`src/rtl/khe_pkg.sv`:
```
// Shared types and constants for the key hash engine.
package khe_pkg;

	typedef logic [31:0] key_t;

	typedef enum logic [1:0] {
		MODE_INT   = 2'd0,
		MODE_BYTE  = 2'd1,
		MODE_EMPTY = 2'd2
	} mode_t;

	localparam key_t CRC_POLY    = 32'hEDB8_8320;
	localparam key_t GOLDEN_MULT = 32'd2654435761;

endpackage

```
`src/rtl/khe_front.sv`:
```
// Front end: accepts items, runs the byte-wise CRC and queues finished keys.
module khe_front import khe_pkg::*; (
	input  logic        clk,
	input  logic        arst_n,
	input  logic        in_valid,
	output logic        in_ready,
	input  logic [1:0]  mode,
	input  logic [31:0] key_value,
	input  logic [7:0]  key_byte,
	input  logic        last_byte,
	input  logic        q_full,
	output logic        q_push,
	output key_t        q_key
);

	key_t crc_q;
	key_t crc_next;
	logic accept;

	function automatic key_t crc_step(input key_t crc_in, input logic [7:0] b);
		key_t c;
		c = crc_in ^ {24'd0, b};
		for (int i = 0; i < 8; i++) begin
			c = c[0] ? ((c >> 1) ^ CRC_POLY) : (c >> 1);
		end
		return c;
	endfunction

	assign in_ready = !q_full;
	assign accept   = in_valid && in_ready;
	assign crc_next = crc_step(crc_q, key_byte);

	always_comb begin
		q_push = 1'b0;
		q_key  = '0;
		case (mode_t'(mode))
			MODE_INT: begin
				q_push = accept;
				q_key  = key_value;
			end
			MODE_BYTE: begin
				q_push = accept && last_byte;
				q_key  = crc_next;
			end
			MODE_EMPTY: begin
				q_push = accept;
				q_key  = '0;
			end
			default: begin
				q_push = 1'b0;
			end
		endcase
	end

	// An integer key leaves a string in progress untouched
	always_ff @(posedge clk or negedge arst_n) begin
		if (!arst_n) begin
			crc_q <= '0;
		end else if (accept) begin
			case (mode_t'(mode))
				MODE_BYTE:  crc_q <= last_byte ? '0 : crc_next;
				MODE_EMPTY: crc_q <= '0;
				default:    crc_q <= crc_q;
			endcase
		end
	end

endmodule

```
`src/rtl/khe_fifo.sv`:
```
// Short queue of finished keys between front and back end.
module khe_fifo import khe_pkg::*; #(
	parameter int unsigned DEPTH = 4
) (
	input  logic clk,
	input  logic arst_n,
	input  logic push,
	input  key_t push_key,
	output logic full,
	input  logic pop,
	output logic nonempty,
	output key_t pop_key
);

	localparam int unsigned PtrW = (DEPTH > 1) ? $clog2(DEPTH) : 1;
	localparam int unsigned CntW = $clog2(DEPTH + 1);

	key_t            mem [DEPTH];
	logic [PtrW-1:0] wr_ptr_q;
	logic [PtrW-1:0] rd_ptr_q;
	logic [CntW-1:0] count_q;
	logic            do_pop;

	assign full     = (count_q == CntW'(DEPTH));
	assign nonempty = (count_q != '0);
	assign pop_key  = mem[rd_ptr_q];
	assign do_pop   = pop && nonempty;

	always_ff @(posedge clk) begin
		if (push) begin
			mem[wr_ptr_q] <= push_key;
		end
	end

	always_ff @(posedge clk or negedge arst_n) begin
		if (!arst_n) begin
			wr_ptr_q <= '0;
			rd_ptr_q <= '0;
			count_q  <= '0;
		end else begin
			if (push) begin
				wr_ptr_q <= (wr_ptr_q == PtrW'(DEPTH - 1)) ? '0 : wr_ptr_q + 1'b1;
			end
			if (do_pop) begin
				rd_ptr_q <= (rd_ptr_q == PtrW'(DEPTH - 1)) ? '0 : rd_ptr_q + 1'b1;
			end
			case ({push, do_pop})
				2'b10:   count_q <= count_q + 1'b1;
				2'b01:   count_q <= count_q - 1'b1;
				default: count_q <= count_q;
			endcase
		end
	end

endmodule

```
`src/rtl/khe_back.sv`:
```
// Back end: mix rounds and golden-ratio multiply, ending in the result register.
module khe_back import khe_pkg::*; (
	input  logic        clk,
	input  logic        arst_n,
	input  logic        q_nonempty,
	input  key_t        q_key,
	output logic        q_pop,
	input  key_t        index_mask_q,
	output logic        out_valid,
	input  logic        out_ready,
	output logic [31:0] hash_value,
	output logic [31:0] bucket_index
);

	key_t mix_s1, mix_s2, hash_s3;
	logic vld_s1, vld_s2, vld_s3;
	logic adv1, adv2, adv3;
	key_t mix_a, mix_b, prod;

	function automatic key_t mix_first(input key_t k);
		key_t v;
		v = k + (k << 12);
		v = v ^ (v >> 22);
		v = v + (v << 4);
		v = v ^ (v >> 9);
		return v;
	endfunction

	function automatic key_t mix_second(input key_t k);
		key_t v;
		v = k + (k << 10);
		v = v ^ (v >> 2);
		v = v + (v << 7);
		v = v ^ (v >> 12);
		return v;
	endfunction

	// A stage moves on when it is empty or the one after it moves
	assign adv3  = !vld_s3 || out_ready;
	assign adv2  = !vld_s2 || adv3;
	assign adv1  = !vld_s1 || adv2;
	assign q_pop = q_nonempty && adv1;

	assign mix_a = mix_first(q_key);
	assign mix_b = mix_second(mix_s1);
	assign prod  = key_t'({3'd0, mix_s2[31:3]} * GOLDEN_MULT);

	always_ff @(posedge clk or negedge arst_n) begin
		if (!arst_n) begin
			vld_s1 <= 1'b0;
			vld_s2 <= 1'b0;
			vld_s3 <= 1'b0;
		end else begin
			if (adv1) vld_s1 <= q_nonempty;
			if (adv2) vld_s2 <= vld_s1;
			if (adv3) vld_s3 <= vld_s2;
		end
	end

	always_ff @(posedge clk) begin
		if (adv1) mix_s1  <= mix_a;
		if (adv2) mix_s2  <= mix_b;
		if (adv3) hash_s3 <= prod;
	end

	assign out_valid    = vld_s3;
	assign hash_value   = hash_s3;
	assign bucket_index = hash_s3 & index_mask_q;

endmodule

```
`src/rtl/key_hash_engine.sv`:
```
// Hash table key hasher: integer keys and byte-streamed string keys in, hash and bucket out.
// Takes one transaction per cycle unless the queue is full, string bytes and integer keys alike;
// a string byte that is not the last one only advances the running CRC, and every other accepted
// item of a defined mode gives one result. The CRC of a byte is worked out in the cycle the byte
// is accepted; the finished key then waits in a FIFO_DEPTH-entry queue and passes through three
// back-end registers (two mix stages and the multiply, the last being the result register).
// Front and back stall independently: input ready drops only when the queue is full.
// Write index_mask only while no results are outstanding.
module key_hash_engine import khe_pkg::*; #(
	parameter int unsigned FIFO_DEPTH = 4
) (
	input  logic        clk,
	input  logic        arst_n,
	input  logic        cfg_we,
	input  logic [31:0] cfg_wdata,
	input  logic        in_valid,
	output logic        in_ready,
	input  logic [1:0]  mode,
	input  logic [31:0] key_value,
	input  logic [7:0]  key_byte,
	input  logic        last_byte,
	output logic        out_valid,
	input  logic        out_ready,
	output logic [31:0] hash_value,
	output logic [31:0] bucket_index
);

	key_t index_mask_q;
	logic q_push, q_full, q_pop, q_nonempty;
	key_t q_push_key, q_pop_key;

	always_ff @(posedge clk or negedge arst_n) begin
		if (!arst_n) begin
			index_mask_q <= '0;
		end else if (cfg_we) begin
			index_mask_q <= cfg_wdata;
		end
	end

	khe_front u_front (
		.clk       (clk),
		.arst_n    (arst_n),
		.in_valid  (in_valid),
		.in_ready  (in_ready),
		.mode      (mode),
		.key_value (key_value),
		.key_byte  (key_byte),
		.last_byte (last_byte),
		.q_full    (q_full),
		.q_push    (q_push),
		.q_key     (q_push_key)
	);

	khe_fifo #(
		.DEPTH (FIFO_DEPTH)
	) u_fifo (
		.clk      (clk),
		.arst_n   (arst_n),
		.push     (q_push),
		.push_key (q_push_key),
		.full     (q_full),
		.pop      (q_pop),
		.nonempty (q_nonempty),
		.pop_key  (q_pop_key)
	);

	khe_back u_back (
		.clk          (clk),
		.arst_n       (arst_n),
		.q_nonempty   (q_nonempty),
		.q_key        (q_pop_key),
		.q_pop        (q_pop),
		.index_mask_q (index_mask_q),
		.out_valid    (out_valid),
		.out_ready    (out_ready),
		.hash_value   (hash_value),
		.bucket_index (bucket_index)
	);

endmodule
```
`config.mk`:
```
export PLATFORM = sky130hd
export DESIGN_NAME = key_hash_engine
export DESIGN_NICKNAME = d
export VERILOG_FILES = /design/src/rtl/khe_pkg.sv /design/src/rtl/khe_front.sv /design/src/rtl/khe_fifo.sv /design/src/rtl/khe_back.sv /design/src/rtl/key_hash_engine.sv
export SDC_FILE = /design/constraint.sdc
export NUM_CORES = 1
export LEC_CHECK = 0
export ABC_AREA = 1
export ABC_CLOCK_PERIOD_IN_PS = 6500
export BUFFER_PORTS_ARGS = -buffer_cell sky130_fd_sc_hd__buf_2
export CAP_MARGIN = 20
export CORE_MARGIN = 1.5
export CORE_UTILIZATION = 57
export DETAILED_ROUTE_END_ITERATION = 16
export HOLD_SLACK_MARGIN = 0.15
export PLACE_DENSITY = 0.78
export SYNTH_ARGS = -nofsm -noshare
export SYNTH_HDL_FRONTEND = slang
export SYNTH_SLANG_ARGS = --single-unit
export TNS_END_PERCENT = 50
```
`constraint.sdc`:
```
create_clock -name clk -period 6.5 [get_ports clk]
set_clock_uncertainty 0.2 [all_clocks]
set_input_delay 0.325 -clock clk [delete_from_list [all_inputs] [get_ports clk]]
set_output_delay 0.325 -clock clk [all_outputs]
set_load 0.05 [all_outputs]
```
**After elaboration in Yosys (flattened, before gate mapping)**

Memory sizes are Yosys's and may differ from the RTL's.
Cells that the tools add are included.

- Register bits: 170
- RAM bits: 128
- Output and inout bits: 66
- Memories kept: 1

Memories:

| name | words | width | read ports | clocked after memory_dff | wr ports | line | source |
|---|---|---|---|---|---|---|---|
| u_fifo.mem | 4 | 32 | 1 | 0 | 1 | khe_fifo.sv:18 | `key_t mem [DEPTH];` |

- Add/sub/neg operators: 8
- $mul: 1
- Equality and inequality tests: 7
- Muxes and demuxes: 17
- Bitwise operators: 14
- Reduce and logical (&&, ||, !) cells: 17

Operator list:

| cell | number |
|---|---|
| 2-to-1 mux 32 bit | 9 |
| adder 32 bit | 4 |
| one-hot mux 32 bit (2 select lines) | 2 |
| NOT 13 -> 14 bit | 8 |
| bitwise AND 32 bit | 1 |
| multiplier 29 x 32 -> 32 bit (second input constant) | 1 |
| bitwise XOR 32 x 10 -> 32 bit | 1 |
| bitwise XOR 32 x 20 -> 32 bit | 1 |
| bitwise XOR 32 x 23 -> 32 bit | 1 |
| bitwise XOR 32 x 30 -> 32 bit | 1 |
| bitwise XOR 32 x 8 -> 32 bit | 1 |
| equality test 2 bit (second input constant) | 4 |
| one-hot mux 3 bit (2 select lines) | 1 |
| adder 2 x 1 -> 2 bit (second input constant) | 2 |
| equality test 2 x 1 -> 1 bit (second input constant) | 2 |
| logical AND 1 bit | 4 |
| logical NOT 1 bit | 4 |
| 2-to-1 mux 2 bit | 2 |
| nonzero test 2 bit | 2 |
| adder 3 x 1 -> 3 bit (second input constant) | 1 |
| equality test 3 bit (second input constant) | 1 |
| logical OR 1 bit | 3 |
| nonzero test 3 bit | 1 |
| subtractor 3 x 1 -> 3 bit (second input constant) | 1 |
| 5 further kinds | 6 |

**Logic depth before layout (Yosys ltp)**

Gate-level depths: netlist (run 1).

- Depth in word-level cells: 19
- Mapped depth: 33
- Depth with buffers taken out: 29

**By module**

A second synthesis (run 1) with hierarchy kept.

- Cells, all modules: 3177
- Area, all modules: 27671.5 um^2

By module, submodules not included:

| module | times used | cells each | area an instance (um^2) | sequential area each (um^2) |
|---|---|---|---|---|
| khe_back | 1 | 2164 | 17958.5 | 2867.8 |
| khe_fifo | 1 | 431 | 5482.8 | 4018.9 |
| khe_front | 1 | 446 | 2937.8 | 800.8 |
| key_hash_engine | 1 | 136 | 1292.5 | 800.8 |

**Worst setup path before layout (run 1)**

OpenSTA, ideal clock, no wires.

- Path kind: reg2reg
- From: register u_back.mix_s2[11]
- To: register u_back.hash_s3[28], in the netlist u_back.hash_value[28], data pin
- Arrival time: 6.210 ns
- Data required time: 6.041 ns
- Path slack: -0.169 ns
- Stages on the path, launching flop included: 24
- Buffers on the path: 0
- Clock period less this slack: 6.669 ns
- Cell sequence: edfxtp_1 -> fa_1 -> inv_1 -> fa_1 -> fa_1 -> inv_1 -> fa_1 -> inv_1 -> fa_1 -> inv_1 -> fa_1 -> fa_1 -> inv_1 -> fa_1 -> inv_1 -> ha_1 -> a21oi_1 -> o21ai_0 -> a21oi_1 -> nand3_1 -> a21o_1 -> nand2_1 -> nand2_1 -> xor2_1

- Cells in the longest elaborated chain, start to end: 1

Ends and longest elaborated chain:

| element | line | source |
|---|---|---|
| start: declaration | khe_back.sv:15 | `key_t mix_s1, mix_s2, hash_s3;` |
| start signal: assignment | khe_back.sv:62 | `if (adv2) mix_s2 <= mix_b;` |
| multiplier 29 x 32 -> 32 bit | khe_back.sv:46 | `assign prod = key_t'({3'd0, mix_s2[31:3]} * GOLDEN_MULT);` |
| named net u_back.prod[28] | khe_back.sv:18 | `key_t mix_a, mix_b, prod;` |
| end signal: assignment | khe_back.sv:63 | `if (adv3) hash_s3 <= prod;` |
| end: declaration | khe_back.sv:15 |  |

The timed path passes the listed nets, and every way through them passes these cells.
A chain may end at the register's enable or synchronous reset.

**Worst setup path after layout (run 1)**

- From: register u_back.mix_s2[13]
- To: register u_back.hash_s3[26], in the netlist u_back.hash_value[26], data pin

Same word-level chain as after synthesis.

==> impl_metrics.toml, run 1 <==
[global_route]
grt_max_degree = 63
overflow = 0
grt_pass1_wl_um = 111000
grt_pass1_vias = 21500
antenna_found_initial = 0
grt.total_usage_pct = 29.8

[place]
placed_cells = 3649
place_congestion = 0.973
post-place-ws_ns = -0.268
io_buffers = 145
hpwl_um = 55600

[critical_path]
critPathMaxStageDelay_ns = 0.59
timing_worst_setup_path_type = "reg -> reg"
cp_common_cell = "fa_1"
start_kind = "register"
worstPathMaxFanout = 3
slowest_stage = "fa_1"
worst_ep_arrival_time_ns = 6.63
path_cells = "fa_1 -> inv_2 -> fa_1 -> fa_1 -> inv_2 -> fa_1 -> inv_1 -> fa_1 -> inv_1 -> fa_1 -> fa_1 -> inv_2 -> fa_1 -> inv_2 -> ha_4 -> buf_6 -> a21oi_4 -> o21ai_2 -> a21oi_2 -> nand3_2 -> a21o_1 -> buf_6 -> xor2_1"
critPathTopFamily = "adder cells"
endpoint_kind = "register"
crit_buf_inv = 8
cp.required_ns = 6.60

[routing]
drc = 0
dr_total_vias = 20900
drt-initial-drc-count = 1665
wire_per_inst_um = 18.8
totalWireLength_um = 71400
firstDrtPassIters = 6
ant_nets = 0
viasPerCell = 5.50

[sta]
worstMarginPinSlew_ns = 1.06
rsz0062_at_grt = "true"
min_period_ns = 6.53
fmax_ghz = 0.153
whs_ns = 0.180
fin_crit_sh_pct = 100
finalSetupTns_ns = -0.116
setup_violations = 4
hold_violations = 0
fin_ws_ns = -0.0300
slew_headroom_pct = 29.2
slew_violations = 0

[cts]
htreeDepth = 2
clock_sinks = 295
clk_path_buf_depth = 3
cts_tree = "built"
clk_latency_ns = 0.56
cts_buffers = 34
clk_pin_slew_worst_paths_ns = 0.07
root_buffer = "clkbuf_16"

[floorplanning]
die_y_um = 218
dieWidth_um = 218
initial_core_util_pct = 57.9
core_region_area_sq_mm = 0.0456
io_pins = 146
std_cell_rows = 78
fp.dieArea_sq_mm = 0.0476

[logic_synthesis]
synthFlopType = "edfxtp_1"
syn_avg_cell_area_sq_um = 9.27
syn-cell-area_sq_mm = 0.0264
synth_edf_count = 221
synth_nets = 3401
ys_ff_latch = 295
synth-seq-area-share_pct = 32.1
syn_inst = 2850
yosys_warnings = 0
ys_types = 43
async_flop_share_pct = 25.1

[job]
maxCapViolCount = 0

[final_layout]
drive_gt1_share_pct = 13.5
fin_cells = 3791
nets = 3716
num_antenna_cells = 0
fillers = 3426
syn2layout_area_growth_pct = 16.3

[status]
violations = "setup timing"
status = "complete, but fails checks"

[worst_hold_path]
min_path_type = "in -> reg"
==> worst reg2reg max path, cell delays in order (launching register included) <==
cell      delay, ns
edfxtp_1       0.43
fa_1           0.59
inv_2          0.05
fa_1           0.46
fa_1           0.51
inv_2          0.04
fa_1           0.50
inv_1          0.05
fa_1           0.48
inv_1          0.05
fa_1           0.46
fa_1           0.51
inv_2          0.05
fa_1           0.56
inv_2          0.05
ha_4           0.23
buf_6          0.12
a21oi_4        0.13
o21ai_2        0.08
a21oi_2        0.14
nand3_2        0.10
a21o_1         0.22
buf_6          0.12
xor2_1         0.14
==> state kept, by name, summed over array words and instances (netlist names) <==
name and cells:
u_fifo.mem 128, index_mask_q 32, u_back.hash_value 32, u_back.mix_s1 32, u_front.crc_q 32, u_back.mix_s2 29, u_fifo.count_q 3, u_fifo.rd_ptr_q 2
u_fifo.wr_ptr_q 2, u_back.out_valid 1, u_back.vld_s1 1, u_back.vld_s2 1
==> cells in the mapped netlist, types with 3 or more instances <==
cell type,count,share of area [%]
a211oi_1,4,0.11
a21boi_0,6,0.17
a21o_1,20,0.57
a21oi_1,134,2.5
a31oi_1,3,0.071
a32oi_1,5,0.17
buf_1,7,0.10
buf_2,6,0.11
clkbuf_1,28,0.40
dfrtp_1,74,7.0
edfxtp_1,221,25
fa_1,193,15
ha_1,278,13
inv_1,489,7.0
mux2_2,32,1.4
nand2_1,513,7.3
nand2_2,6,0.14
nand3_1,103,2.0
nand3b_1,7,0.20
nand4_1,32,0.76
nor2_1,169,2.4
nor3_1,17,0.32
o21a_1,5,0.14
o21ai_0,166,3.1
o21ai_1,6,0.11
o21bai_1,8,0.23
o22ai_1,34,0.81
or2_2,7,0.17
xnor2_1,79,2.6
xnor2_4,5,0.52
xnor3_1,3,0.26
xor2_1,174,5.8
xor2_2,3,0.18
==> repair_timing <==
item	in CTS	in global routing
pin swaps	12	30
resized for setup	23	59
setup buffers	4	9
hold buffers	66	0
setup endpoints to repair	10	14
hold endpoints to repair	225	0
==> metrics by stage <==
stage          util, %  cell area, sq um
2_1_floorplan        -             26400
3_3_place_gp      62.5             28500
3_5_place_dp      62.5             28500
4_1_cts           66.6             30400
5_1_grt           67.4             30700
6_report          67.4             30700
==> worst paths after layout <==
path                                   start               endpoint  slack (ns)  depth (start not counted)
hold / removal                     out_ready       u_back.out_valid        0.18                          5
setup / recovery           u_back.mix_s2[13]  u_back.hash_value[26]       -0.03                         23
min in group asynchronous             arst_n       index_mask_q[21]        0.32                          3
setup reg to reg           u_back.mix_s2[13]  u_back.hash_value[26]       -0.03                         23
hold reg to reg                u_back.vld_s1          u_back.vld_s2        0.28                          1
max in group asynchronous             arst_n       u_back.out_valid        5.01                          3
==> metal layers <==
metal / up-vias / wire length, um / global-route usage, %
met3: 148 / 3370 / 3.60
met1: 10200 / 29700 / 37.3
met4: 0 / 2390 / 10.2
li1: 9921 / - / -
met5: - / 0 / 0
met2: 633 / 36000 / 53.2
==> kinds of logic (layout without fill, tap and decap cells) <==
logic type               Yosys count  after routing  synth area share, %
AO/OA/AOI/OAI                    396            396                 8.22
AND/OR/NAND/NOR                  858            858                 13.4
XOR/XNOR                         265            265                 9.46
multiplexers                      33             33                 1.40
adder cells (fa/ha/maj)          471            471                 27.8
flip-flops                       295            295                 32.1
buffers and inverters            532            873                 7.59
==> cells in the final DEF, fill, tap and decap left out, types with 5 or more instances in the layout <==
master           n
a21boi_0         5
a21o_1          20
a21oi_1        120
a21oi_2         12
a32oi_1          5
buf_2          144
buf_4          104
clkbuf_1         6
clkbuf_16       34
clkinv_1         8
dfrtp_1         74
dlygate4sd3_1   66
edfxtp_1       221
fa_1           182
fa_2            11
ha_1           267
ha_4            10
inv_1          479
inv_2           10
mux2_2          32
nand2_1        507
nand2_2         11
nand3_1         99
nand3b_1         7
nand4_1         32
nor2_1         163
nor3_1          15
o21a_1           5
o21ai_0        161
o21ai_1          9
o21bai_1         8
o22ai_1         34
or2_2            7
xnor2_1         79
xnor2_4          5
xor2_1         173
==> area by class of cell <==
type	count	area [sq um]	area share [%]
Multi-Input combinational cell	2023	16300	53.0
Sequential cell	295	8490	27.6
Timing Repair Buffer	320	2270	7.40
Inverter	491	1840	6.00
Clock buffer	41	887	2.89
Tap cell	600	751	2.44
Clock inverter	21	205	0.668
Power of run 1 is left out: the tool's default activity adds up to more than one toggle a clock period on the data nets, which glitch-free logic cannot reach.
==> run 2: changes to the inputs <==
--- a/config.mk
+++ b/config.mk
@@ -10,10 +10,11 @@
 export BUFFER_PORTS_ARGS = -buffer_cell sky130_fd_sc_hd__buf_2
 export CAP_MARGIN = 20
 export CORE_MARGIN = 1.5
-export CORE_UTILIZATION = 57
+export CORE_UTILIZATION = 58
+export CTS_BUF_LIST = sky130_fd_sc_hd__clkbuf_8
 export DETAILED_ROUTE_END_ITERATION = 16
 export HOLD_SLACK_MARGIN = 0.15
-export PLACE_DENSITY = 0.78
+export PLACE_DENSITY = 0.79
 export SYNTH_ARGS = -nofsm -noshare
 export SYNTH_HDL_FRONTEND = slang
 export SYNTH_SLANG_ARGS = --single-unit
==> impl_metrics.toml, run 2 (synthesis results as in run 1) <==
[status]
status = "finished, final reports clean"

[global_route]
met2_usage_pct = 56.3
grt_pass1_vias = 22000
grt_use_met3_pct = 4.44
use_met1_pct = 39.7
overflow = 0
grt_max_degree = 67
grt.total_usage_pct = 31.8
grt_pass1_wl_um = 116000
antenna_found_initial = 1
busiest_layer = "met2"

[sta]
rsz0062_at_grt = "true"
min_period_ns = 6.50
setup_violations = 0
fin_crit_sh_pct = 100
worstMarginPinSlew_ns = 1.11
hold_violations = 0
fmax_ghz = 0.154
finalSetupTns_ns = 0
slew_violations = 0
slew_headroom_pct = 26.1

[floorplanning]
std_cell_rows = 77
initial_core_util_pct = 59.2
core_region_area_sq_mm = 0.0446
dieWidth_um = 216
io_pins = 146
die_y_um = 216
fp.dieArea_sq_mm = 0.0468

[final_layout]
fillers = 3334
drive_gt1_share_pct = 14.4
final_cell_mix = "nand2_1, inv_1, ha_1"
largest_reg_flops = 128
syn2layout_area_growth_pct = 17.9
final_core_util_pct = 69.8
final_common_cell = "nand2_1"
largest_register = "u_fifo.mem"
nets = 3791

[critical_path]
path_cells = "fa_1 -> fa_1 -> fa_1 -> fa_1 -> inv_1 -> fa_1 -> inv_1 -> fa_1 -> fa_1 -> ha_1 -> ha_1 -> buf_4 -> a21oi_1 -> o21ai_0 -> a21oi_1 -> nand3_1 -> xor2_1"
cp.required_ns = 6.70
crit_buf_inv = 3
worst_ep_arrival_time_ns = 6.70
start_kind = "register"
critPathTopFamily = "adder cells"
slowest_stage = "fa_1"
crit_cells = 17
critPathMaxStageDelay_ns = 0.66
r2r_cells = 17
worstPathMaxFanout = 4
cp_common_cell = "fa_1"
timing_worst_setup_path_type = "reg -> reg"
endpoint_kind = "register"

[routing]
drc = 0
wire_per_inst_um = 19.3
firstDrtPassIters = 5
drt-initial-drc-count = 1663
viasPerCell = 5.52
totalWireLength_um = 74700
ant_nets = 0
dr_total_vias = 21400

[cts]
clk_path_buf_depth = 3
cts_tree = "built"
root_buffer = "clkbuf_8"
clk_pin_slew_worst_paths_ns = 0.06
clk_latency_ns = 0.67
clock_sinks = 295
cts_buffers = 49
htreeDepth = 2

[worst_hold_path]
min_path_type = "in -> async"

[place]
hpwl_um = 56700
place_congestion = 0.966
io_buffers = 145

[job]
maxCapViolCount = 0
==> run 2: cell count changes in the layout (fill, tap and decap cells not counted), moves of 3 or more <==
cell,delta
clkbuf_8,+52
dlygate4sd3_1,+37
clkbuf_16,-34
buf_4,+20
inv_1,+12
clkbuf_1,-6
inv_2,+5
clkinv_1,+3
clkinv_2,+3
clkinvlp_4,-3
fa_1,+3
fa_2,-3
ha_1,-3
==> run 2: final cells by class <==
type | count | area (sq um) | area share (%)
clock buffers | 53 | 729 | 2.34
clock inverters | 39 | 244 | 0.783
multi-input cells | 2023 | 16300 | 52.2
repair buffers | 380 | 2830 | 9.08
well taps | 592 | 741 | 2.38
inverters | 491 | 1840 | 5.92
diodes | 1 | 2.50 | 0.00804
flip-flops and latches | 295 | 8490 | 27.3
==> run 2: layer usage <==
| metal | part of all wire [%] | routed length, um |
|---|---|---|
| met1 | 41 | 30600 |
| met2 | 50 | 37100 |
| met3 | 5.7 | 4250 |
| met4 | 3.7 | 2770 |
| met5 | 0 | 0 |
==> run 2: tightest hold or removal path, cell delays in order <==
cell and delay (ns):
dlygate4sd3_1 0.52, buf_4 0.13, buf_4 0.55
==> run 2: metrics by stage <==
step | setup slack, ns | instance area, sq um | hold WS, ns | instances
2_1_floorplan | -0.0495 | 26400 | -0.171 | 2850
3_3_place_gp | -0.132 | 28600 | 0.0300 | 3658
3_5_place_dp | -0.247 | 28600 | 0.0361 | 3658
4_1_cts | 0.00140 | 30700 | 0.155 | 3858
5_1_grt | -0.154 | 31100 | 0.201 | 3874
6_report | 0.00164 | 31100 | 0.177 | 3874
==> run 2: path summary, 6_finish.rpt <==
path                                    from                     to  slack [ns]
max reg2reg                u_back.mix_s2[14]  u_back.hash_value[30]       0.002
min in group clk                      cfg_we       index_mask_q[15]        0.22
max                        u_back.mix_s2[14]  u_back.hash_value[30]       0.002
min reg2reg                u_fifo.count_q[0]      u_fifo.count_q[0]        0.29
min                                   arst_n       index_mask_q[13]        0.18
max in group asynchronous             arst_n       index_mask_q[16]        5.10
==> run 2: repair_timing <==
| action | in CTS | in global routing |
|---|---|---|
| resized for setup | 28 | 61 |
| endpoints found under the hold margin | 276 | 0 |
| endpoints found under the setup margin | 10 | 14 |
| buffers inserted | 5 | 12 |
| pin swaps | 17 | 43 |
| gates cloned | 0 | 0 |
| hold buffers | 103 | 0 |
Power of run 2 is left out for the same reason.
